--- src/mrde_ram.sv ---
// generic single write port, single read port ram with registered read
// no dependencies
module mrde_ram #(
  parameter int WIDTH = 8,
  parameter int DEPTH = 16,
  localparam int AW = $clog2(DEPTH)
) (
  input  logic             clk,
  input  logic             we,
  input  logic [AW-1:0]    waddr,
  input  logic [WIDTH-1:0] wdata,
  input  logic [AW-1:0]    raddr,
  output logic [WIDTH-1:0] rdata
);

  logic [WIDTH-1:0] mem [DEPTH];

  always_ff @(posedge clk) begin
    if (we) begin
      mem[waddr] <= wdata;
    end
    rdata <= mem[raddr];
  end

endmodule

--- config.mk ---
export PLATFORM = sky130hd
export DESIGN_NAME = mrde_ram
export DESIGN_NICKNAME = d
export VERILOG_FILES = /design/src/mrde_ram.sv
export SDC_FILE = /design/constraint.sdc
export NUM_CORES = 1
export LEC_CHECK = 0
export BUFFER_PORTS_ARGS = -buffer_cell sky130_fd_sc_hd__buf_2
export CAP_MARGIN = 5
export CORE_ASPECT_RATIO = 1.4
export CORE_UTILIZATION = 45
export DETAILED_ROUTE_END_ITERATION = 8
export GPL_TIMING_DRIVEN = 1
export PLACE_DENSITY = 0.64
export SLEW_MARGIN = 20
export SYNTH_ARGS = -nofsm -noshare
export SYNTH_HDL_FRONTEND = slang
export SYNTH_SLANG_ARGS = --single-unit
--- constraint.sdc ---
create_clock -name clk -period 4.7 [get_ports clk]
set_clock_uncertainty 0.05 [all_clocks]
set_input_delay 0.705 -clock clk [delete_from_list [all_inputs] [get_ports clk]]
set_output_delay 0.705 -clock clk [all_outputs]
set_load 0.01 [all_outputs]
Word-level counts from Yosys, hierarchy flattened

Memory sizes are Yosys's and may differ from the RTL's. A register that Yosys moved wholly into a read port is not among the register bits.
Cells that the tools add are included.

Bits in registers: 0
Bits in writable memories: 128
Bits of input ports: 18
Output and inout bits: 8
Word-level logic and storage cells: 3
Memories kept: 1

Memory list:

| memory | depth | width | rd ports | clocked after Yosys merged registers in | wr ports | line | RTL |
|---|---|---|---|---|---|---|---|
| mem    | 16    | 8     | 1        | 1                                       | 1        | 16   | `logic [WIDTH-1:0] mem [DEPTH];` |

Mux-type cells: 2

Operator list:

| operator          | number |
|---|---|
| two-way mux 1 bit | 2 |

Depth between registers and ports, before layout

Gate-level depths: netlist (run 1).

Depth in word-level cells: 2
Mapped depth: 5
Mapped depth without buffers: 3

Worst setup path after synthesis (run 1)

Ideal clock, no wire load.

Kind: input to register
From: input waddr[2]
To: memory mem[0][0] (enable)
Library setup time: 383 ps
Data arrival time: 1815 ps
Data required time: 4267 ps
Path slack: 2452 ps
Cell stages on the path: 2
Cell sequence: or3b_2 nor3_1

RTL lines:

| element     | line | RTL |
|---|---|---|
| from (decl) | 10   | `input logic [AW-1:0] waddr,` |
| to (decl)   | 16   |  |

Straight into the memory's write port.

==> impl_metrics.toml, run 1 <==
[run_status]
status = "complete, no violations"

[min_path]
min_path_type = "reg2reg"

[placed_design]
place_congestion = 0.735
port_buffers = 25
dp_cells = 386
hpwl_mm = 5.98

[clock_network]
path_clk_slew_ps = 50
ctsResizeCount = 0
htreeDepth = 4
post-cts-setup-buffers = 0
tritoncts = "built"
numCtsBuffers = 17
clockBufferDepth = 2
cts_hold_buffers = 0
clock_sinks = 136
clock_latency_ps = 410
clockRootBuffer = "clkbuf_16"

[power_and_ir_drop]
p_leak_uw = 0.00200
peakVddDrop_mv = 0.260
power_density_nw_per_um2 = 462

[sta]
drv_slew = 0
fin_crit_ps = 2130
worst_pin_slew_ps = 930
setup_violations = 0
finalCritPeriodShare = 0.452
maxSlewHeadroom = 0.378
fin_hold_ws_ps = 615
fmax_mhz = 470
fin_setup_tns_ps = 0
hold_viol = 0
rsz0062_at_grt = "no"

[drt]
routed_wl_mm = 9.61
drc_errors = 0
ant_nets = 0
drt_iter0_drc = 265
drt-vias-per-instance = 5.65
routedWlPerCell_um = 23.0
firstDrtPassIters = 4
vias = 2363

[cells_and_area]
seqCellArea_sq_um = 4000
drive_above_1_share = 0.264
stdcell_count = 418
n_antenna_cell = 0
multi_input_area_sq_um = 1070
areaGrowthSynthToFinish_pct = 16.4
nFillCells = 840
nets = 283

[synth]
avgSynthCellArea_sq_um = 22.5
synth_top_area_frac = 0.747
yosys_warnings = 0
syn_nets = 247
ys_ff_latch = 136
ys_types = 19
synthCells = 229
yosysTopAreaCell = "edfxtp_1"
yosysSeqAreaShare = 0.778
syn_area_sq_um = 5150
yosys-top-cells-area = "edfxtp_1 (75%), mux4_2 (7.9%), mux4_1 (7.1%)"

[global_route]
grt_pass1_wl_mm = 14.5
grt_pass1_vias = 2522
grt_usage = 0.180
antenna_found_initial = 0
grt_overflow_total = 0
grt_max_degree = 33

[floorplan]
dieHeight_um = 129
design.die.area_sq_um = 11900
fp.dieW_um = 92.4
ios = 26
start_util = 0.469
rows = 45
coreArea_sq_um = 11000

[worst_setup_path]
crit_arrival_ps = 2370
max_stage_delay_ps = 590
worstSetupStartpointType = "primary input"
cp_cell_sequence = "buf_2 > buf_16 > mux4_1 > a22oi_1 > nand2_1"
crit_fanout = 17
endpoint_kind = "flip-flop"
critPathKind = "in2reg"
crit_slowest_cell = "mux4_1"
required_ps = 4940

[job]
max_cap_violations = 0
==> metrics by stage <==
| step | power, uW | util | worst slack, ps | cell area (sq um) |
|---|---|---|---|---|
| 2_1_floorplan | 1460 | - | 2450 | 5150 |
| 3_3_place_gp | 1510 | 0.490 | 1870 | 5380 |
| 3_5_place_dp | 1510 | 0.490 | 1890 | 5390 |
| 4_1_cts | 2790 | 0.543 | 2330 | 5970 |
| 5_1_grt | 2840 | 0.546 | 2470 | 5990 |
| 6_report | 2770 | 0.546 | 2570 | 5990 |
==> layout make-up <==
class | instances | share of cell area
well taps | 141 | 0.0294
multi-input cells | 83 | 0.179
clock inverters | 2 | 0.0100
flip-flops and latches | 136 | 0.668
repair buffers | 27 | 0.0267
clock buffers | 29 | 0.0868
==> cells by family (layout without fill, tap and decap cells) <==
logic type	Yosys count	after routing	synth area share
buffers and inverters	10	58	0.0168
AND/OR/NAND/NOR	35	35	0.0318
flip-flops	136	136	0.778
multiplexers	32	32	0.150
AO/OA/AOI/OAI	16	16	0.0233
==> flip-flops by register name, indices dropped and copies added, names as in the netlist <==
signal,cells
rdata,8
mem,128
==> path summary, 6_finish.rpt <==
check / startpoint / endpoint / slack, ps / depth (start not counted)
worst max-delay path: raddr[0] / rdata[5]$_DFF_P_ / 2570 / 5
worst max register to register: mem[2][5]$_DFFE_PP_ / rdata[5]$_DFF_P_ / 3270 / 3
worst min-delay path: mem[14][1]$_DFFE_PP_ / rdata[1]$_DFF_P_ / 620 / 3
worst min register to register: mem[14][1]$_DFFE_PP_ / rdata[1]$_DFF_P_ / 620 / 3
==> report_power, final <==
part           switching, uW  total [uW]  internal [uW]
clock                    431        1280            849
sequential              7.77        1370           1360
combinational           72.4         123           50.8
==> synth_stat cells <==
cell	number
mux4_1	14
or3b_2	1
nand2_1	9
a22oi_1	16
edfxtp_1	128
nor3_1	4
buf_6	3
nor2b_1	1
and2b_1	1
buf_4	1
nand3_1	1
clkdlybuf4s25_2	3
dfxtp_1	8
buf_2	3
mux4_2	18
nor2_1	13
nand2b_1	2
nand3b_1	2
and2_1	1
==> critical path, delay by kind of cell <==
family / cells / cell delay, ps
multiplexers: 1 / 590
AND/OR/NAND/NOR: 1 / 80
AO/OA/AOI/OAI: 1 / 270
buffers and inverters: 2 / 720
==> metal layers <==
| metal | vias up | track usage | part of all wire |
|---|---|---|---|
| li1 | 1041 | - | - |
| met1 | 1212 | 0.211 | 0.39 |
| met2 | 89 | 0.298 | 0.52 |
| met4 | 0 | 0.104 | 0.031 |
| met3 | 21 | 0.0508 | 0.058 |
| met5 | - | 0 | 0 |
==> placed cells by master (no fill, tap or decap) <==
cell | synthesis | final
nand3_1 | 1 | 1
mux4_2 | 18 | 18
buf_2 | 3 | 25
and2b_1 | 1 | 1
nand3b_1 | 2 | 2
clkbuf_8 | 0 | 5
nand2_1 | 9 | 9
and2_1 | 1 | 1
nor2_1 | 13 | 13
dfxtp_1 | 8 | 8
nand2b_1 | 2 | 2
bufinv_16 | 0 | 2
nor3_2 | 0 | 3
mux4_1 | 14 | 14
or3b_2 | 1 | 1
clkbuf_16 | 0 | 17
nor3_1 | 4 | 1
buf_4 | 1 | 1
a22oi_1 | 16 | 16
edfxtp_1 | 128 | 128
clkbuf_1 | 0 | 7
buf_16 | 0 | 1
nor2b_1 | 1 | 1
(Power assumes the default switching activity.)
==> run 2: changes to the inputs <==
--- a/config.mk
+++ b/config.mk
@@ -11,7 +11,7 @@
 export CORE_UTILIZATION = 45
 export DETAILED_ROUTE_END_ITERATION = 8
 export GPL_TIMING_DRIVEN = 1
-export PLACE_DENSITY = 0.64
+export PLACE_DENSITY = 0.66
 export SLEW_MARGIN = 20
 export SYNTH_ARGS = -nofsm -noshare
 export SYNTH_HDL_FRONTEND = slang
==> constraint.sdc (replaced) <==
create_clock -name clk -period 1.9 [get_ports clk]
set_clock_uncertainty 0.05 [all_clocks]
set_input_delay 0.285 -clock clk [delete_from_list [all_inputs] [get_ports clk]]
set_output_delay 0.285 -clock clk [all_outputs]
set_load 0.01 [all_outputs]
==> run 2 against run 1 <==
Against the previous run:
- routed wire length is 1.8% higher
- utilization increased by 2.3 points
- hold slack got worse by 410 ps
- cell count up 5.7%
- first-iteration DRC count fell by 46%
- sequential cell count is the same
- final area grew 4.2%
- non-clock buffer count rose by 23
- clock-buffer cell count down 9
- critical path type is now reg2reg
==> impl_metrics.toml, run 2 (synthesis results as in run 1) <==
[worst_setup_path]
crit_slowest_cell = "mux4_1"
required_ps = 2150
critPathKind = "reg2reg"
cp_cell_sequence = "mux4_1 > a22oi_1 > nand2_1"
max_stage_delay_ps = 500
crit_buf_inv = 0
crit_arrival_ps = 1660
r2r_start = "mem[2][2]$_DFFE_PP_"
critPathLaunch = "mem[2][2]$_DFFE_PP_"
r2r_slack_ps = 480
endpoint_kind = "flip-flop"
crit_fanout = 1
worstReg2RegEnd = "rdata[2]$_DFF_P_"
critical_path.top_delay_family = "multiplexers"
worstSetupStartpointType = "flip-flop"
worstRegToRegCells = 3

[placed_design]
hpwl_mm = 6.41
port_buffers = 25
dp_slack_ps = 71.7
place_congestion = 0.805
post_dp_cell_area_sq_um = 5600

[clock_network]
clock_latency_ps = 410
numCtsBuffers = 17
post-cts-setup-buffers = 0
tritoncts = "built"
htreeDepth = 4
clock_sinks = 136
clockBufferDepth = 2
cts_hold_buffers = 0
path_clk_slew_ps = 60
ctsResizeCount = 0
clockRootBuffer = "clkbuf_16"

[cells_and_area]
drive_above_1_share = 0.329
final_cell_area_sq_um = 6240
n_antenna_cell = 0
multi_input_area_sq_um = 1060
top_register = "mem"
largest_register_ffs = 128
layout_common_cells = "edfxtp_1 (128), buf_2 (25), buf_4 (21), mux4_2 (18), clkbuf_16 (17)"
final_common_cell = "edfxtp_1"
top_regs = "mem: 128 flops, rdata: 8 flops"
seqCellArea_sq_um = 4000
nFillCells = 826
areaGrowthSynthToFinish_pct = 21.3
nets = 306

[power_and_ir_drop]
pwr-share-comb = 0.045
p_seq_frac = 0.467
p_leak_uw = 0.00215
power_density_nw_per_um2 = 1160
intPower_uw = 5860
power_uw = 7230
peakVddDrop_mv = 0.666
pwr-share-clk = 0.488
switching_share = 0.189
power.switching_uw = 1360

[sta]
hold_viol = 0
fmax_mhz = 705
worst_pin_slew_ps = 472
setup_slack_ps = 482
drv_slew = 0
setup_violations = 0
fin_setup_tns_ps = 0
maxSlewHeadroom = 0.684
fin_crit_ps = 1420
fin_hold_ws_ps = 205
finalCritPeriodShare = 0.746
rsz0062_at_grt = "no"

[drt]
routedWlPerCell_um = 22.1
ant_nets = 0
drt-vias-per-instance = 5.60
drc_errors = 0
drt_iter0_drc = 143
routed_wl_mm = 9.78
firstDrtPassIters = 4
vias = 2477

[floorplan]
fp.dieW_um = 92.4
ios = 26
coreArea_sq_um = 11000
design.die.area_sq_um = 11900
rows = 45
dieHeight_um = 129
start_util = 0.469

[min_path]
holdPathEnd = "mem[0][3]$_DFFE_PP_"
min_from = "wdata[3]"
min_path_type = "in2reg"
whs_path_depth = 1

[global_route]
grt_pass1_wl_mm = 15.3
grt_pass1_vias = 2591
antenna_found_initial = 0
grt_usage = 0.189
grt_max_degree = 21
grt_overflow_total = 0

[run_status]
status = "complete, no violations"

[job]
max_cap_violations = 0
run 2: cell types whose count changed in the layout (fill, tap and decap cells not counted), sizes merged:
cell,change
clkbuf,-9
bufinv,+3
inv,+1
clkinvlp,+2
buf,+23
clkinv,+4
run 2: routing by layer:
layer / track usage / up-vias / wire length, um
li1: - / 1095 / -
met2: 0.305 / 74 / 5060
met3: 0.0443 / 14 / 471
met1: 0.239 / 1294 / 4040
met5: 0 / - / 0
met4: 0.100 / 0 / 206
run 2: layout make-up:
type,instances,area share
Clock buffer,20,0.0715
Clock inverter,12,0.0317
Multi-Input combinational cell,83,0.169
Sequential cell,136,0.641
Tap cell,141,0.0283
Timing Repair Buffer,50,0.0581
run 2: per-stage QoR:
step           utilization  instances
2_1_floorplan            -        229
3_3_place_gp         0.510        410
3_5_place_dp         0.510        410
4_1_cts              0.569        442
5_1_grt              0.569        442
6_report             0.569        442
run 2: worst reg2reg max path, stage by stage, from the launching register on:
cell and delay (ps):
edfxtp_1 370, mux4_1 500, a22oi_1 310, nand2_1 80
run 2: worst max-delay path by stage:
stage | endpoint | cells past startpoint | slack, ps
detailed placement | rdata[2]$_DFF_P_ | 5 | 70
finish | rdata[2]$_DFF_P_ | 3 | 480
global route | rdata[2]$_DFF_P_ | 3 | 390
global placement | rdata[2]$_DFF_P_ | 5 | 60
floorplan | mem[0][0]$_DFFE_PP_ | 2 | 70
CTS | rdata[2]$_DFF_P_ | 3 | 440
run 2: power by group through the flow:
stage / combinational, uW / clock, uW / sequential (uW)
final: 327 / 3520 / 3380
after global placement: 325 / 0 / 3440
after CTS: 334 / 3570 / 3380
after detailed placement: 332 / 0 / 3440
after floorplan: 170 / 0 / 3440
after global routing: 356 / 3690 / 3380
