--- config.mk ---
export PLATFORM = sky130hd
export DESIGN_NAME = mrde_radius
export DESIGN_NICKNAME = d
export VERILOG_FILES = /design/src/mrde_pkg.sv /design/src/mrde_radius.sv
export SDC_FILE = /design/constraint.sdc
export NUM_CORES = 2
export LEC_CHECK = 0
export ABC_AREA = 1
export CORE_ASPECT_RATIO = 0.75
export CORE_UTILIZATION = 66
export DETAILED_ROUTE_END_ITERATION = 8
export DONT_BUFFER_PORTS = 1
export GPL_ROUTABILITY_DRIVEN = 0
export GPL_TIMING_DRIVEN = 0
export HOLD_SLACK_MARGIN = 0.05
export MAX_ROUTING_LAYER = met4
export PLACE_DENSITY = 0.79
export RECOVER_POWER = 100
export SYNTH_ARGS = -nofsm -noshare
export SYNTH_HDL_FRONTEND = slang
export SYNTH_SLANG_ARGS = --single-unit
--- constraint.sdc ---
create_clock -name clk -period 17.6 [get_ports clk]
set_clock_uncertainty 0.1 [all_clocks]
set_input_delay 1.76 -clock clk [delete_from_list [all_inputs] [get_ports clk]]
set_output_delay 1.76 -clock clk [all_outputs]
set_load 0.1 [all_outputs]
--- src/mrde_pkg.sv ---
// mrde_pkg: shared constants, command and result codes, types and helpers
// for the radius directed equalizer core. No dependencies.
package mrde_pkg;

  localparam int MAX_TAPS   = 32;
  localparam int MAX_RADII  = 16;
  localparam int LINE_DEPTH = MAX_TAPS + 1;
  localparam int TAP_IDX_W  = $clog2(MAX_TAPS);
  localparam int RAD_IDX_W  = $clog2(MAX_RADII);
  localparam int LINE_AW    = $clog2(LINE_DEPTH);
  localparam int CNT_W      = LINE_AW;
  localparam int NCH        = 4;
  localparam int SMP_W      = 16;
  localparam int TAP_W      = 24;
  localparam int TAP_AW     = 2 + TAP_IDX_W;
  localparam int TAP_WORD_W = NCH * TAP_W;
  localparam int LINE_W     = NCH * SMP_W;
  localparam int ERR_W      = 33;
  localparam int PWR_W      = 32;
  localparam int PROD_W     = TAP_W + SMP_W;
  localparam int ACC_W      = PROD_W + 7;
  localparam int EO_W       = ERR_W + SMP_W;
  localparam int M_W        = EO_W + SMP_W;
  localparam int P_W        = M_W + SMP_W;
  localparam int CMD_W      = 3;
  localparam int KIND_W     = 2;
  localparam int IDX_W      = 5;
  localparam int TC_W       = 6;
  localparam int RC_W       = 5;
  localparam int CFG_IDX_W  = 1;
  localparam int CFG_DATA_W = 6;

  localparam logic [CMD_W-1:0] CMD_SAMPLE      = 3'd0;
  localparam logic [CMD_W-1:0] CMD_LOAD_TAP    = 3'd1;
  localparam logic [CMD_W-1:0] CMD_LOAD_STEP   = 3'd2;
  localparam logic [CMD_W-1:0] CMD_LOAD_RADIUS = 3'd3;
  localparam logic [CMD_W-1:0] CMD_READ_TAP    = 3'd4;
  localparam logic [CMD_W-1:0] CMD_RESTART     = 3'd5;

  localparam logic [KIND_W-1:0] KIND_SYMBOL = 2'd0;
  localparam logic [KIND_W-1:0] KIND_TRANS  = 2'd1;
  localparam logic [KIND_W-1:0] KIND_TAP    = 2'd2;

  localparam logic [CFG_IDX_W-1:0] CFG_TAP_COUNT    = 1'd0;
  localparam logic [CFG_IDX_W-1:0] CFG_RADIUS_COUNT = 1'd1;

  localparam logic [TC_W-1:0] TAP_COUNT_RST    = 6'd16;
  localparam logic [RC_W-1:0] RADIUS_COUNT_RST = 5'd3;

  typedef struct packed {
    logic                        en;
    logic [RAD_IDX_W-1:0]        idx;
    logic signed [SMP_W-1:0]     value;
  } rad_wr_t;

  function automatic logic signed [SMP_W-1:0] sat_to16(input logic signed [TAP_W-1:0] v);
    logic signed [SMP_W-1:0] r;
    if (v > 24'sd32767) begin
      r = 16'sd32767;
    end else if (v < -24'sd32768) begin
      r = -16'sd32768;
    end else begin
      r = v[SMP_W-1:0];
    end
    return r;
  endfunction

endpackage

--- src/mrde_radius.sv ---
// mrde_radius: radius table and nearest radius search, one entry per cycle
// for both polarizations, then the radius error; depends on mrde_pkg
module mrde_radius import mrde_pkg::*; (
  input  logic                     clk,
  input  logic                     rst_n,
  input  rad_wr_t                  wr,
  input  logic                     start,
  input  logic [RC_W-1:0]          nr,
  input  logic [PWR_W-1:0]         p_x,
  input  logic [PWR_W-1:0]         p_y,
  output logic                     done,
  output logic signed [ERR_W-1:0]  err_x,
  output logic signed [ERR_W-1:0]  err_y
);

  logic signed [SMP_W-1:0] tbl [MAX_RADII];
  logic [RAD_IDX_W-1:0]    rj_r;
  logic                    run_r;
  logic                    fin_r;
  logic                    done_r;
  logic signed [SMP_W-1:0] best_x_r;
  logic signed [SMP_W-1:0] best_y_r;
  logic signed [SMP_W-1:0] cand;
  logic [RAD_IDX_W-1:0]    last_idx;
  logic signed [2*SMP_W-1:0] sq_x;
  logic signed [2*SMP_W-1:0] sq_y;

  // true when b lies strictly nearer to sqrt(p) than a
  function automatic logic nearer(input logic signed [SMP_W-1:0] a,
                                  input logic signed [SMP_W-1:0] b,
                                  input logic [PWR_W-1:0] p);
    logic signed [SMP_W:0]     s;
    logic signed [2*SMP_W+1:0] sq;
    logic [PWR_W+1:0]          p4;
    logic                      r;
    s  = $signed({a[SMP_W-1], a}) + $signed({b[SMP_W-1], b});
    sq = s * s;
    p4 = {p, 2'b00};
    if (a > b) begin
      r = (s > 0) && ($unsigned(sq) > p4);
    end else if (a < b) begin
      r = (s < 0) || ($unsigned(sq) < p4);
    end else begin
      r = 1'b0;
    end
    return r;
  endfunction

  assign cand     = tbl[rj_r];
  assign last_idx = RAD_IDX_W'(nr - RC_W'(1));
  assign sq_x     = best_x_r * best_x_r;
  assign sq_y     = best_y_r * best_y_r;
  assign done     = done_r;

  always_ff @(posedge clk) begin
    if (wr.en) begin
      tbl[wr.idx] <= wr.value;
    end
  end

  always_ff @(posedge clk) begin
    if (!rst_n) begin
      run_r  <= 1'b0;
      fin_r  <= 1'b0;
      done_r <= 1'b0;
    end else begin
      done_r <= 1'b0;
      if (start) begin
        run_r <= 1'b1;
      end else if (run_r && rj_r == last_idx) begin
        run_r <= 1'b0;
        fin_r <= 1'b1;
      end else if (fin_r) begin
        fin_r  <= 1'b0;
        done_r <= 1'b1;
      end
    end
  end

  always_ff @(posedge clk) begin
    if (start) begin
      rj_r <= '0;
    end else if (run_r) begin
      rj_r <= rj_r + RAD_IDX_W'(1);
      // first entry seeds the search, ties keep the earlier entry
      if (rj_r == '0 || nearer(best_x_r, cand, p_x)) begin
        best_x_r <= cand;
      end
      if (rj_r == '0 || nearer(best_y_r, cand, p_y)) begin
        best_y_r <= cand;
      end
    end
    if (fin_r) begin
      err_x <= $signed({1'b0, sq_x}) - $signed({1'b0, p_x});
      err_y <= $signed({1'b0, sq_y}) - $signed({1'b0, p_y});
    end
  end

endmodule

==> Word-level counts from Yosys, hierarchy flattened <==
Memories as Yosys holds them, arrays and structs flattened. A register that Yosys moved wholly into a read port is not among the register bits.
Index checks and enable logic that the tools add are counted.
{ "classes": {"order_cmp": 12, "multipliers": 4, "n_eq_ne": 1, "n_mux": 16, "n_reduce_logical": 12, "n_addsub": 6, "bitwise": 2} }
{ "ops": {"columns": ["op", "count"], "rows": [
  ["$gt A34 B34 Y1", 2],
  ["$lt A34 B34 Y1", 2],
  ["$mul A17 B17 Y34", 2],
  ["$sub A32 B32 Y33", 2],
  ["$mul A16 B16 Y32", 2],
  ["$add A16 B16 Y17", 2],
  ["$gt A17 B1 Y1 const B", 2],
  ["$lt A17 B1 Y1 const B", 2],
  ["$gt A16 B16 Y1", 2],
  ["$lt A16 B16 Y1", 2],
  ["$mux W1", 14],
  ["$mux W4", 2],
  ["$reduce_and A3 Y1", 2],
  ["$add A4 B1 Y4 const B", 1],
  ["$eq A4 B4 Y1", 1],
  ["$logic_not A4 Y1", 1],
  ["$logic_or A1 B1 Y1", 4],
  ["$sub A4 B1 Y4 const B", 1],
  ["$logic_and A1 B1 Y1", 3],
  ["$reduce_or A3 Y1", 1],
  ["$not A1 Y1", 2],
  ["$reduce_bool A2 Y1", 1]
]} }
{ "totals": {"ff_bits": 105, "n_memories": 1, "out_inout_bits": 67, "word_cells": 62, "input_bits": 93, "ramBits": 256} }
{ "memory_table": {"columns": ["name", "depth", "word_bits", "rd", "rd_clocked_by_memory_dff", "write_ports", "line", "source"], "rows": [
  ["tbl", 16, 16, 1, 1, 1, "mrde_radius.sv:16", "logic signed [SMP_W-1:0] tbl [MAX_RADII];"]
]} }

==> Longest topological paths before layout <==
{ "logic_depth": {"ltp_word": 10, "ltp_mapped": 56, "mapped_depth_nobuf": 53} }

==> Worst setup path after synthesis <==
Ideal clock, no wire load.
{ "synth_path": {"path_kind": "reg2reg", "start": "reg (tool-made name)", "end": "reg best_y_r[0] (enable)", "path_stages_with_launch": 39, "period_less_slack_ns": 10.134, "t_arrival_ns": 9.640, "path_buffers": 4, "slack_ns": 7.466, "path_cell_list": "dfxtp_1 -> buf_2 -> buf_2 -> clkbuf_1 -> mux2i_1 -> o21ai_0 -> o211ai_1 -> nand2_1 -> ha_1 -> fa_1 -> xnor2_1 -> inv_1 -> clkbuf_1 -> nor2_1 -> fa_1 -> fa_1 -> fa_1 -> fa_1 -> [... 3 more ...] -> a21oi_1 -> inv_1 -> a31oi_1 -> o21ai_0 -> nand2_1 -> nand3_1 -> a41oi_1 -> xor2_1 -> ha_1 -> nand2_1 -> nor2_1 -> nand2_1 -> o211ai_1 -> nor2_1 -> nand2_1 -> a21oi_1 -> nor2_1 -> a21oi_1"} }
{ "synth_rtl": {"columns": ["element", "line", "source"], "rows": [
  ["to (signal assigned)", "mrde_radius.sv:90", "best_y_r <= cand;"],
  ["to (decl)", "mrde_radius.sv:22", "logic signed [SMP_W-1:0] best_y_r;"]
]} }

==> run_results.csv <==
group,metric,value,unit
clocking,tritoncts,"built",
timing,worst_pin_slew,2.40,ns
timing,fmax,0.0699,GHz
route,dr.first_iter.drc_count,5080,
route,ant_nets,0,
global_route,antenna_found_initial,1,
setup_path,cp-start-kind,"flip-flop",
setup_path,crit_path_top_delay_cell,"a21oi_1",
yosys,ys_seq_elements,365,
route,viasPerCell,5.77,
clocking,htree_levels,2,
floorplanning,num_rows,94,
timing,finalCritPeriodShare,81.2,%
clocking,postCtsSetupBuffers,0,
timing,fin_setup_tns,0,ns
worst_hold_path,whs_path_depth,2,
floorplanning,io-pin-count,160,
timing,drv_slew,88,
clocking,cts-root-buf,"clkbuf_16",
route,wl_per_cell,20.1,um
setup_path,slowest_delay,1.24,ns
worst_hold_path,hp-start,"rj_r[0]$_SDFFE_PP0P_",
yosys,syn_inst,6571,
worst_hold_path,min_path_type,"flip-flop to flip-flop",
yosys,synth_area_per_cell,8.99,um^2
yosys,postSynth.asyncResetShare,0,%
cells_and_area,drive_gt1_share,2.51,%
timing,finalCriticalPeriod,14.30,ns
setup_path,worstPathRequired,17.68,ns
setup_path,reg2reg_slack,3.30,ns
setup_path,worstSetupEndpointType,"flip-flop",
yosys,synth_top_area_share,34.7,%
placement,dp_hpwl,130000,um
setup_path,worstPathArrival,14.37,ns
global_route,grt_max_degree,37,
job,maxCapViolCount,4,
floorplanning,fp.dieH,261,um
yosys,ys_seq_area_share,18.4,%
timing,rsz0062_at_grt,"false",
cells_and_area,syn_to_final_growth,4.65,%
clocking,cts_inserted_buffers,37,
placement,io_buffer_count,0,
global_route,grt_pass1_vias,46200,
yosys,syn-cell-area,59100,um^2
cells_and_area,layout_commonest_cell,"inv_1",
clocking,ctsResizeCount,0,
setup_path,crit_path_max_fanout,16,
floorplanning,start_util,66.9,%
global_route,track_usage,36.8,%
status,violations,"max-capacitance violations, max-slew violations",
route,first_pass_iters,7,
yosys,synth_ff_type,"edfxtp_1",
timing,setup_viol,0,
setup_path,rr_worst_depth,40,
clocking,cts_hold_buf,0,
timing,hold_viol,0,
route,drcViolationCount,0,
yosys,yosysTopAreaCell,"fa_1",
global_route,grt_pass1_wl,250000,um
worst_hold_path,holdPathEnd,"rj_r[0]$_SDFFE_PP0P_",
floorplanning,dieArea,90700,um^2
global_route,overflow,0,
cells_and_area,nets,8270,
clocking,clockBufferDepth,3,
clocking,clock-sinks,365,
floorplanning,die_x,347,um
yosys,yosysWarnings,0,
timing,slew_headroom,-59.7,%
yosys,synth_area_leaders,"fa_1, edfxtp_1, inv_1",
setup_path,r2r_end,"best_x_r[14]$_DFFE_PP_",
status,status,"finished, violations left",
clocking,clk_pin_slew,0.06,ns
setup_path,crit_type,"flip-flop to flip-flop",
yosys,synth_cell_types,58,
clocking,clock_latency,0.62,ns
yosys,synth-edff-count,354,
yosys,synth_nets,8214,
route,drt-total-wl,157000,um
floorplanning,coreArea,88200,um^2
route,via_count,45100,
cells_and_area,mostFrequentLayoutCells,"inv_1, fa_1, nand2_1, ha_1, nor2_1",
## cell usage after synthesis, types with 18 or more instances
| master | number |
|---|---|
| nand4_1 | 42 |
| clkbuf_1 | 95 |
| a21o_1 | 19 |
| o21a_1 | 18 |
| nand3_1 | 130 |
| xor2_1 | 139 |
| buf_2 | 36 |
| edfxtp_1 | 354 |
| a21oi_1 | 356 |
| inv_2 | 25 |
| nor2_1 | 446 |
| nor4_1 | 18 |
| nand2_1 | 920 |
| o21ai_1 | 20 |
| o211ai_1 | 73 |
| nor3_1 | 46 |
| fa_1 | 1023 |
| inv_1 | 1780 |
| ha_1 | 527 |
| mux2i_1 | 64 |
| xnor2_1 | 89 |
| o21ai_0 | 193 |
## how the worst max path moves through the flow
stage,start,to,slack (ns),cells past startpoint
3_3_place_gp,flip-flop,best_y_r[12]$_DFFE_PP_,4.33,37
6_report,flip-flop,best_x_r[14]$_DFFE_PP_,3.30,40
3_5_place_dp,flip-flop,best_y_r[8]$_DFFE_PP_,4.09,37
5_1_grt,flip-flop,best_y_r[13]$_DFFE_PP_,2.54,37
2_1_floorplan,flip-flop,best_y_r[0]$_DFFE_PP_,7.47,38
4_1_cts,flip-flop,best_y_r[12]$_DFFE_PP_,3.98,37
## stage by stage
stage               hold slack, ns  instances  cell area [um^2]  util (%)  worst slack [ns]
global placement             0.459       7723             60500      68.6              4.33
detailed placement           0.464       7740             60800      69.0              4.09
CTS                          0.480       7807             62100      70.4              3.98
floorplan                    0.411       6571             59100         -              7.47
finish                       0.486       7808             61800      70.1              3.30
global route                 0.510       7808             61800      70.1              2.54
## metal layers
layer | track usage, % | part of all wire (%) | wire length (um)
met5 | - | 0 | 0
met4 | 9.37 | 2.8 | 4420
met3 | 8.96 | 13 | 20200
met2 | 54.4 | 43 | 67800
met1 | 51.3 | 41 | 64100
## registers in the layout, summed over array words and instances (netlist names), named ones only
register	flops
tbl	256
err_x	33
err_y	33
best_x_r	16
best_y_r	16
rj_r	4
done	1
fin_r	1
run_r	1
## final cells by class
| class | instances | area (um^2) |
|---|---|---|
| multi-input cells | 4251 | 40800 |
| fillers | 6758 | 26400 |
| flip-flops and latches | 365 | 10900 |
| inverters | 1813 | 6810 |
| well taps | 1152 | 1440 |
| clock buffers | 44 | 952 |
| plain buffers | 142 | 612 |
| clock inverters | 23 | 308 |
| repair buffers | 17 | 63.8 |
| diodes | 1 | 2.50 |
## kinds of logic (layout without fill, tap and decap cells)
| kind of cell | Yosys count | after routing | synth area share (%) |
|---|---|---|---|
| AOI/OAI and AO/OA | 759 | 759 | 7.32 |
| xor gates and xnor gates | 229 | 229 | 3.43 |
| adders and majority gates | 1550 | 1550 | 45.8 |
| buffers and inverters | 1955 | 2039 | 12.6 |
| DFF | 365 | 365 | 18.4 |
| muxes | 64 | 64 | 1.08 |
| other | 0 | 1 | 0 |
| and+or+nand+nor | 1649 | 1649 | 11.4 |
## critical path: cells and delay by family, from the launching register on
family / cells / cell delay [ns]
flip-flops: 1 / 0.45
XOR/XNOR: 2 / 1.03
AO/OA/AOI/OAI: 7 / 2.54
buffers and inverters: 9 / 2.72
multiplexers: 1 / 0.23
adder cells (fa/ha/maj): 9 / 4.48
AND/OR/NAND/NOR: 12 / 2.25
Power is not shown: default switching activity piles up to over one toggle a cycle in this logic, so the estimate is an artifact.
